[config.mk]
export PLATFORM = sky130hd
export DESIGN_NAME = priority_thread_scheduler_core
export DESIGN_NICKNAME = d
export VERILOG_FILES = /design/src/hdl/pts_pkg.sv /design/src/hdl/pts_cell.sv /design/src/hdl/priority_thread_scheduler_core.sv
export SDC_FILE = /design/constraint.sdc
export NUM_CORES = 1
export LEC_CHECK = 0
export BUFFER_PORTS_ARGS = -buffer_cell sky130_fd_sc_hd__buf_4
export CAP_MARGIN = 20
export CORE_ASPECT_RATIO = 0.7
export CORE_MARGIN = 1.5
export CORE_UTILIZATION = 30
export DETAILED_ROUTE_END_ITERATION = 16
export GPL_TIMING_DRIVEN = 0
export PLACE_DENSITY = 0.54
export SYNTH_ARGS = -nofsm -noshare
export SYNTH_HDL_FRONTEND = slang
export SYNTH_SLANG_ARGS = --single-unit
[constraint.sdc]
create_clock -name clk -period 9.2 [get_ports clk]
set_input_delay 1.84 -clock clk [delete_from_list [all_inputs] [get_ports clk]]
set_output_delay 1.84 -clock clk [all_outputs]
set_load 0.05 [all_outputs]
[src/hdl/pts_pkg.sv]
// Shared types and codes for the priority thread scheduler.
// No dependencies; used by pts_cell and priority_thread_scheduler_core.
package pts_pkg;

	localparam int SLOT_COUNT_DEF     = 16;
	localparam int PRIORITY_WIDTH_DEF = 8;
	localparam int FUNC_W             = 2;
	localparam int OUTCOME_W          = 2;

	// Request codes.
	localparam logic [FUNC_W-1:0] FUNC_CREATE   = 2'd0;
	localparam logic [FUNC_W-1:0] FUNC_EXIT     = 2'd1;
	localparam logic [FUNC_W-1:0] FUNC_DISPATCH = 2'd2;

	// Result codes.
	localparam logic [OUTCOME_W-1:0] OUT_DONE    = 2'd0;
	localparam logic [OUTCOME_W-1:0] OUT_NO_SLOT = 2'd1;
	localparam logic [OUTCOME_W-1:0] OUT_EMPTY   = 2'd2;
	localparam logic [OUTCOME_W-1:0] OUT_HALTED  = 2'd3;

	// Whole-queue moves applied by every cell in the same cycle.
	typedef enum logic [1:0] {
		CMD_HOLD,
		CMD_PUSH,
		CMD_POP
	} cell_cmd_t;

endpackage

[src/hdl/pts_cell.sv]
// One ready-queue position: holds a slot index and its priority.
// Depends on pts_pkg for the queue move command.
module pts_cell #(
	parameter int SLOT_W = 4,
	parameter int PRIO_W = 8
) (
	input  logic               clk,
	input  logic               arst_n,
	input  pts_pkg::cell_cmd_t cmd,
	input  logic               left_valid,
	input  logic [SLOT_W-1:0]  left_slot,
	input  logic [PRIO_W-1:0]  left_prio,
	input  logic               right_valid,
	input  logic [SLOT_W-1:0]  right_slot,
	input  logic [PRIO_W-1:0]  right_prio,
	input  logic               tin_valid,
	input  logic               tin_placed,
	input  logic [SLOT_W-1:0]  tin_slot,
	input  logic [PRIO_W-1:0]  tin_prio,
	output logic               tout_valid,
	output logic               tout_placed,
	output logic [SLOT_W-1:0]  tout_slot,
	output logic [PRIO_W-1:0]  tout_prio,
	output logic               valid,
	output logic [SLOT_W-1:0]  slot,
	output logic [PRIO_W-1:0]  prio
);
	import pts_pkg::*;

	logic              valid_q;
	logic [SLOT_W-1:0] slot_q;
	logic [PRIO_W-1:0] prio_q;
	logic              tok_valid_q;
	logic              tok_placed_q;
	logic [SLOT_W-1:0] tok_slot_q;
	logic [PRIO_W-1:0] tok_prio_q;
	logic              take;

	// The travelling item lands here once it meets an empty position or a less
	// urgent entry; from then on every later cell swaps with the carried entry.
	assign take = tin_valid && (tin_placed || !valid_q || (prio_q > tin_prio));

	always_ff @(posedge clk or negedge arst_n) begin
		if (!arst_n) begin
			valid_q      <= 1'b0;
			tok_valid_q  <= 1'b0;
			tok_placed_q <= 1'b0;
		end else begin
			tok_valid_q  <= tin_valid && (take ? valid_q : 1'b1);
			tok_placed_q <= take ? 1'b1 : tin_placed;
			unique case (cmd)
				CMD_PUSH: valid_q <= left_valid;
				CMD_POP:  valid_q <= right_valid;
				default: begin
					if (take) begin
						valid_q <= 1'b1;
					end
				end
			endcase
		end
	end

	always_ff @(posedge clk) begin
		tok_slot_q <= take ? slot_q : tin_slot;
		tok_prio_q <= take ? prio_q : tin_prio;
		unique case (cmd)
			CMD_PUSH: begin
				slot_q <= left_slot;
				prio_q <= left_prio;
			end
			CMD_POP: begin
				slot_q <= right_slot;
				prio_q <= right_prio;
			end
			default: begin
				if (take) begin
					slot_q <= tin_slot;
					prio_q <= tin_prio;
				end
			end
		endcase
	end

	assign tout_valid  = tok_valid_q;
	assign tout_placed = tok_placed_q;
	assign tout_slot   = tok_slot_q;
	assign tout_prio   = tok_prio_q;
	assign valid       = valid_q;
	assign slot        = slot_q;
	assign prio        = prio_q;

endmodule

[src/hdl/priority_thread_scheduler_core.sv]
// Priority thread scheduler: slot bookkeeping, request sequencing and the ready queue.
// Depends on pts_pkg and pts_cell.

// A request is taken when start is high and busy is low; its result appears on done for
// one cycle and must be taken then, since the block cannot be held off. Exit, dispatch,
// a preempting create and any refused request pass from acceptance through the execute
// and report states to done. A create that joins the ready queue walks the queue one cell
// per cycle and stays in the wave state until the new entry and the entries it displaces
// have stopped travelling down the row of cells. Busy drops in the cycle done is shown,
// so the next request can be taken then.
module priority_thread_scheduler_core #(
	parameter int SLOT_COUNT     = pts_pkg::SLOT_COUNT_DEF,
	parameter int PRIORITY_WIDTH = pts_pkg::PRIORITY_WIDTH_DEF,
	localparam int SLOT_W        = $clog2(SLOT_COUNT)
) (
	input  logic                          clk,
	input  logic                          arst_n,
	input  logic                          start,
	output logic                          busy,
	input  logic [pts_pkg::FUNC_W-1:0]    func,
	input  logic [PRIORITY_WIDTH-1:0]     priority_req,
	output logic                          done,
	output logic [pts_pkg::OUTCOME_W-1:0] outcome,
	output logic [SLOT_W-1:0]             new_pid,
	output logic [SLOT_W-1:0]             running_pid,
	output logic                          running_valid,
	output logic                          switched
);
	import pts_pkg::*;

	typedef enum logic [1:0] {
		S_IDLE,
		S_EXEC,
		S_WAVE,
		S_REPORT
	} state_t;

	state_t                      state_q;
	logic [FUNC_W-1:0]           func_q;
	logic [PRIORITY_WIDTH-1:0]   prio_q;
	logic [SLOT_COUNT-1:0]       used_q;
	logic [SLOT_COUNT-1:0]       exited_q;
	logic                        halted_q;
	logic                        cur_valid_q;
	logic [SLOT_W-1:0]           cur_q;
	logic [PRIORITY_WIDTH-1:0]   cur_prio_q;
	logic [SLOT_W-1:0]           free_q;
	logic                        free_any_q;
	logic                        done_q;
	logic [OUTCOME_W-1:0]        outcome_q;
	logic [SLOT_W-1:0]           new_pid_q;
	logic [SLOT_W-1:0]           running_pid_q;
	logic                        running_valid_q;
	logic                        switched_q;

	logic [SLOT_W-1:0]           free_idx;
	logic                        free_any;
	logic                        preempt;
	logic                        do_insert;
	logic                        do_push;
	logic                        do_pop;
	cell_cmd_t                   cmd;

	logic [SLOT_COUNT-1:0]       cell_valid;
	logic [SLOT_W-1:0]           cell_slot [SLOT_COUNT];
	logic [PRIORITY_WIDTH-1:0]   cell_prio [SLOT_COUNT];
	logic [SLOT_COUNT-1:0]       tok_valid;
	logic [SLOT_COUNT-1:0]       tok_placed;
	logic [SLOT_W-1:0]           tok_slot [SLOT_COUNT];
	logic [PRIORITY_WIDTH-1:0]   tok_prio [SLOT_COUNT];

	// Lowest free slot, registered; slot use changes only in the execute state, and the report
	// state lies between that and the next request's execute state, so the register is current.
	always_comb begin
		free_idx = '0;
		free_any = 1'b0;
		for (int k = SLOT_COUNT - 1; k >= 0; k--) begin
			if (!used_q[k]) begin
				free_idx = SLOT_W'(k);
				free_any = 1'b1;
			end
		end
	end

	always_comb begin
		preempt   = cur_valid_q && (cur_prio_q > prio_q);
		do_insert = (state_q == S_EXEC) && !halted_q && (func_q == FUNC_CREATE) &&
			free_any_q && !preempt;
		do_push   = (state_q == S_EXEC) && !halted_q && (func_q == FUNC_CREATE) &&
			free_any_q && preempt && !exited_q[cur_q];
		do_pop    = (state_q == S_EXEC) && !halted_q && cell_valid[0] &&
			((func_q == FUNC_DISPATCH) ||
			 ((func_q == FUNC_EXIT) && cur_valid_q && (cur_q != '0)));
		if (do_push) begin
			cmd = CMD_PUSH;
		end else if (do_pop) begin
			cmd = CMD_POP;
		end else begin
			cmd = CMD_HOLD;
		end
	end

	for (genvar k = 0; k < SLOT_COUNT; k++) begin : g_cell
		logic                      lv;
		logic [SLOT_W-1:0]         ls;
		logic [PRIORITY_WIDTH-1:0] lp;
		logic                      rv;
		logic [SLOT_W-1:0]         rs;
		logic [PRIORITY_WIDTH-1:0] rp;
		logic                      tv;
		logic                      tpl;
		logic [SLOT_W-1:0]         ts;
		logic [PRIORITY_WIDTH-1:0] tp;

		if (k == 0) begin : g_head
			// The head takes the preempted thread on a push; on an insert the new item enters at the head.
			assign lv  = 1'b1;
			assign ls  = cur_q;
			assign lp  = cur_prio_q;
			assign tv  = do_insert;
			assign tpl = 1'b0;
			assign ts  = free_q;
			assign tp  = prio_q;
		end else begin : g_body
			assign lv  = cell_valid[k-1];
			assign ls  = cell_slot[k-1];
			assign lp  = cell_prio[k-1];
			assign tv  = tok_valid[k-1];
			assign tpl = tok_placed[k-1];
			assign ts  = tok_slot[k-1];
			assign tp  = tok_prio[k-1];
		end

		if (k == SLOT_COUNT - 1) begin : g_tail
			assign rv = 1'b0;
			assign rs = '0;
			assign rp = '0;
		end else begin : g_inner
			assign rv = cell_valid[k+1];
			assign rs = cell_slot[k+1];
			assign rp = cell_prio[k+1];
		end

		pts_cell #(
			.SLOT_W (SLOT_W),
			.PRIO_W (PRIORITY_WIDTH)
		) u_cell (
			.clk         (clk),
			.arst_n      (arst_n),
			.cmd         (cmd),
			.left_valid  (lv),
			.left_slot   (ls),
			.left_prio   (lp),
			.right_valid (rv),
			.right_slot  (rs),
			.right_prio  (rp),
			.tin_valid   (tv),
			.tin_placed  (tpl),
			.tin_slot    (ts),
			.tin_prio    (tp),
			.tout_valid  (tok_valid[k]),
			.tout_placed (tok_placed[k]),
			.tout_slot   (tok_slot[k]),
			.tout_prio   (tok_prio[k]),
			.valid       (cell_valid[k]),
			.slot        (cell_slot[k]),
			.prio        (cell_prio[k])
		);
	end

	always_ff @(posedge clk or negedge arst_n) begin
		if (!arst_n) begin
			state_q         <= S_IDLE;
			func_q          <= '0;
			prio_q          <= '0;
			used_q          <= '0;
			exited_q        <= '0;
			halted_q        <= 1'b0;
			cur_valid_q     <= 1'b0;
			cur_q           <= '0;
			cur_prio_q      <= '0;
			free_q          <= '0;
			free_any_q      <= 1'b0;
			done_q          <= 1'b0;
			outcome_q       <= OUT_DONE;
			new_pid_q       <= '0;
			running_pid_q   <= '0;
			running_valid_q <= 1'b0;
			switched_q      <= 1'b0;
		end else begin
			free_q     <= free_idx;
			free_any_q <= free_any;
			done_q     <= (state_q == S_REPORT);
			unique case (state_q)
				S_IDLE: begin
					if (start) begin
						func_q  <= func;
						prio_q  <= priority_req;
						state_q <= S_EXEC;
					end
				end
				S_EXEC: begin
					outcome_q  <= OUT_DONE;
					new_pid_q  <= '0;
					switched_q <= 1'b0;
					state_q    <= S_REPORT;
					if (halted_q) begin
						outcome_q <= OUT_HALTED;
					end else begin
						unique case (func_q)
							FUNC_CREATE: begin
								if (!free_any_q) begin
									outcome_q <= OUT_NO_SLOT;
								end else begin
									used_q[free_q]   <= 1'b1;
									exited_q[free_q] <= 1'b0;
									new_pid_q        <= free_q;
									if (preempt) begin
										// An exited thread that is preempted gives up its slot.
										if (exited_q[cur_q]) begin
											used_q[cur_q]   <= 1'b0;
											exited_q[cur_q] <= 1'b0;
										end
										cur_q      <= free_q;
										cur_prio_q <= prio_q;
										switched_q <= 1'b1;
									end else begin
										state_q <= S_WAVE;
									end
								end
							end
							FUNC_EXIT: begin
								if (cur_valid_q) begin
									if (cur_q == '0) begin
										exited_q[cur_q] <= 1'b1;
										halted_q        <= 1'b1;
										outcome_q       <= OUT_HALTED;
									end else if (cell_valid[0]) begin
										used_q[cur_q]   <= 1'b0;
										exited_q[cur_q] <= 1'b0;
										cur_q           <= cell_slot[0];
										cur_prio_q      <= cell_prio[0];
										switched_q      <= 1'b1;
									end else begin
										exited_q[cur_q] <= 1'b1;
										outcome_q       <= OUT_EMPTY;
									end
								end
							end
							FUNC_DISPATCH: begin
								if (cell_valid[0]) begin
									if (cur_valid_q && exited_q[cur_q]) begin
										used_q[cur_q]   <= 1'b0;
										exited_q[cur_q] <= 1'b0;
									end
									cur_q       <= cell_slot[0];
									cur_prio_q  <= cell_prio[0];
									cur_valid_q <= 1'b1;
									switched_q  <= 1'b1;
								end else begin
									outcome_q <= OUT_EMPTY;
								end
							end
							default: begin
								outcome_q <= OUT_DONE;
							end
						endcase
					end
				end
				S_WAVE: begin
					// The insert is finished once no travelling entry, new or displaced, is still moving.
					if (!(|tok_valid)) begin
						state_q <= S_REPORT;
					end
				end
				S_REPORT: begin
					running_pid_q   <= cur_valid_q ? cur_q : '0;
					running_valid_q <= cur_valid_q;
					state_q         <= S_IDLE;
				end
				default: begin
					state_q <= S_IDLE;
				end
			endcase
		end
	end

	assign busy          = (state_q != S_IDLE);
	assign done          = done_q;
	assign outcome       = outcome_q;
	assign new_pid       = new_pid_q;
	assign running_pid   = running_pid_q;
	assign running_valid = running_valid_q;
	assign switched      = switched_q;

endmodule
==> metrics <==
Worst Path Arrival 4.64 ns; HP Class reg2reg; TritonCTS clock tree yes; drt first pass iters 5; crit path max fanout 12; outcome completed; combinational share of power 38.1%; hold_ws 0.452 ns; minimum clock period 4.57 ns; pwr dens 356 mW/mm^2; largest net degree at the start of global routing 68; layout cells sized above 1 12.6%; Synth area leader edfxtp_1; sequential share of power 40.5%; VDD IR max 0.148 mV; sequential-to-total area share from yosys stat 50.3%; CTS Sinks 495; Psw 3870 uW; R2R Path End g_cell[15].u_cell.prio[1]; Slew headroom 29.1%; final setup fails 0; Tot GR Track Use 18.2%; Post-CTS Resized 0; Post-CTS Hold Fix Bufs 0; Initial Util 30.5%; via count 19443; fin. max-slew vios 0; TNS Setup 0 ns; reg-to-reg startpoint g_cell[0].tp[1]; switching portion of total power 38.9%; number of synthesized flops with an enable pin 192; synth warn 0; Post-synth top cells nand2_1, nor2_1, mux2_2; # port buffers 26; Worst Path Required 9.27 ns; WL per Instance 20.8 microns; Post-Syn Area 0.0247 sq mm; clock slew at reported path FFs 0.06 ns; reported max-cap violation count 0; total CTS buffers 49; IO Count 27; syn_area_per_cell 9.78 sq um; Worst Hold Path EP g_cell[14].u_cell.tout_placed; DR iter-0 viols 1884; Routed Antenna Nets 0; DRC viols 0; worst-margin pin slew 1.06 ns; DP Wirelength 58700 microns; most common cell in the netlist nand2_1; die area 0.0842 sq mm; share of the synthesized area in the top cell type 23.3%; syn_nets 2687; Die Y 243 microns; wirelength, routed 77400 microns; Hold Crit Start g_cell[13].u_cell.tout_placed; Cells after Synth 2529; Final period util 49.6%; nets 2766; CP Launch Type register; H-tree depth 2; setup bufs post-CTS 0; Vias/cell 5.23; first-pass GRT wire length 118000 microns; worst reg-to-reg setup slack 4.63 ns; vias in the first global route 18674; #FFs+latches synth 495; Hold Fails Final Rpt 0; unrepaired setup endpoints after global routing false; Leak 0.0114 uW; Rows 87; grt total ovfl 0; CP endpoint kind register; critical path class reg2reg; clk_lat worst skew 0.61 ns; clock tree buffer depth 3; fraction of registers with async set/reset 24.8%; clk root buf clkbuf_16; Area contributors post-synth edfxtp_1, dfxtp_1, dfrtp_1; CORE AREA 0.0811 sq mm; Clock Skew 0.0250 ns; Int Power 6090 uW; antenna cells 0; Distinct cells, synth 56; fmax 219 MHz; Layout area overhead 13.0%; prevailing post-synth register cell edfxtp_1; Hold Crit Depth 1; Die Wd 346 microns; clock share of power 21.3%; Reg2Reg Depth 9; Placer Congestion 0.867; Power Total 9960 uW; initial antenna violation count 0
per-stage QoR:
| stage | instances | util [%] | setup slack (ns) | area (sq um) |
|---|---|---|---|---|
| finish | 3716 | 34.5 | 4.63 | 28000 |
| global placement | 3623 | 32.4 | 4.75 | 26300 |
| CTS | 3715 | 34.5 | 4.69 | 28000 |
| floorplan | 2529 | - | 6.28 | 24700 |
| global route | 3716 | 34.5 | 4.36 | 28000 |
| detailed placement | 3624 | 32.4 | 4.75 | 26300 |
logic make-up after synthesis:
logic type | Yosys count | synth area share (%)
compound gates | 456 | 11.9
fa+ha+maj | 145 | 7.34
mux | 215 | 9.97
simple gates | 919 | 15.8
flops | 495 | 50.3
buf+inv | 299 | 4.68
sequential cells by signal, summed over array words and instances, names as in the netlist:
name and cells:
g_cell.u_cell.prio 128, g_cell.u_cell.tout_prio 120, g_cell.u_cell.slot 64, g_cell.u_cell.tout_slot 60, exited_q 16, g_cell.u_cell.tout_valid 16
g_cell.u_cell.valid 16, used_q 16, g_cell.u_cell.tout_placed 15, cur_prio_q 8, g_cell.tp 8, cur_q 4
free_q 4, new_pid 4, running_pid 4, func_q 2, outcome 2, state_q 2
cur_valid_q 1, done 1, free_any_q 1, halted_q 1, running_valid 1, switched 1
critical path, cell delays in order (launching register included):
cell,delay [ns]
dfrtp_1,0.42
inv_1,0.10
ha_1,0.29
nor2b_1,0.14
o211ai_1,0.18
a21oi_1,0.29
o211ai_1,0.44
clkbuf_1,0.60
clkbuf_1,0.71
nand4_1,0.86
layout by cell type, fill, tap and decap left out, types with 8 or more instances in the layout:
| cell | netlist | final |
|---|---|---|
| o21ai_1 | 27 | 27 |
| or3_1 | 16 | 16 |
| a21oi_1 | 48 | 48 |
| mux2i_1 | 9 | 9 |
| nand2_1 | 444 | 444 |
| and2_1 | 15 | 15 |
| dfxtp_1 | 180 | 180 |
| mux2_2 | 195 | 195 |
| buf_4 | 1 | 26 |
| inv_1 | 160 | 160 |
| clkbuf_1 | 124 | 142 |
| dfrtp_1 | 123 | 123 |
| edfxtp_1 | 192 | 192 |
| o211ai_1 | 17 | 17 |
| nor3_1 | 25 | 25 |
| buf_2 | 7 | 8 |
| o31ai_1 | 16 | 16 |
| a211o_1 | 14 | 14 |
| a41oi_1 | 9 | 9 |
| a21o_1 | 16 | 16 |
| o41ai_1 | 14 | 14 |
| nand4_1 | 11 | 11 |
| o21a_1 | 15 | 15 |
| nor2_1 | 260 | 260 |
| o21ai_0 | 50 | 50 |
| a211oi_1 | 15 | 15 |
| a31oi_1 | 192 | 192 |
| clkbuf_16 | 0 | 55 |
| nand2b_1 | 21 | 21 |
| ha_1 | 145 | 145 |
| o2111ai_1 | 9 | 9 |
| nand3_1 | 58 | 58 |
| nor2b_1 | 33 | 33 |
| or2_2 | 15 | 15 |
metal layers:
layer / global-route usage (%) / vias up / part of all wire, %
met5: 0 / - / 0
met4: 3.95 / 0 / 1.7
met3: 3.81 / 96 / 7.8
met2: 23.0 / 663 / 37
met1: 30.3 / 9601 / 54
li1: - / 9083 / -
layout make-up:
type	instances	area (sq um)
buffer	138	553
clock buffer	79	1530
clock inverter	12	129
fill	8270	53100
inverter	161	604
multi-input combinational	1735	11100
sequential	495	12400
tap	1068	1340
timing repair buffer	28	231
how the worst max path moves through the flow:
| stage | from | to | cells after the start |
|---|---|---|---|
| after CTS | g_cell[0].tp[1] | g_cell[15].u_cell.prio[1] | 9 |
| after global routing | g_cell[0].tp[1] | g_cell[15].u_cell.prio[1] | 9 |
| after detailed placement | g_cell[0].tp[1] | g_cell[15].u_cell.slot[3] | 9 |
| final | g_cell[0].tp[1] | g_cell[15].u_cell.prio[1] | 9 |
| after floorplan | g_cell[0].tp[1] | g_cell[0].u_cell.prio[0] | 9 |
| after global placement | g_cell[0].tp[1] | g_cell[15].u_cell.slot[3] | 9 |
power groups by stage:
stage,Sequential [uW],Clock (uW),Combinational (uW)
6_report,4040,2120,3800
5_1_grt,4130,2250,4270
4_1_cts,4020,2150,3750
3_5_place_dp,4060,0,3730
3_3_place_gp,4060,0,3670
2_1_floorplan,3820,0,2700
Power figures use the tool's default switching activity.
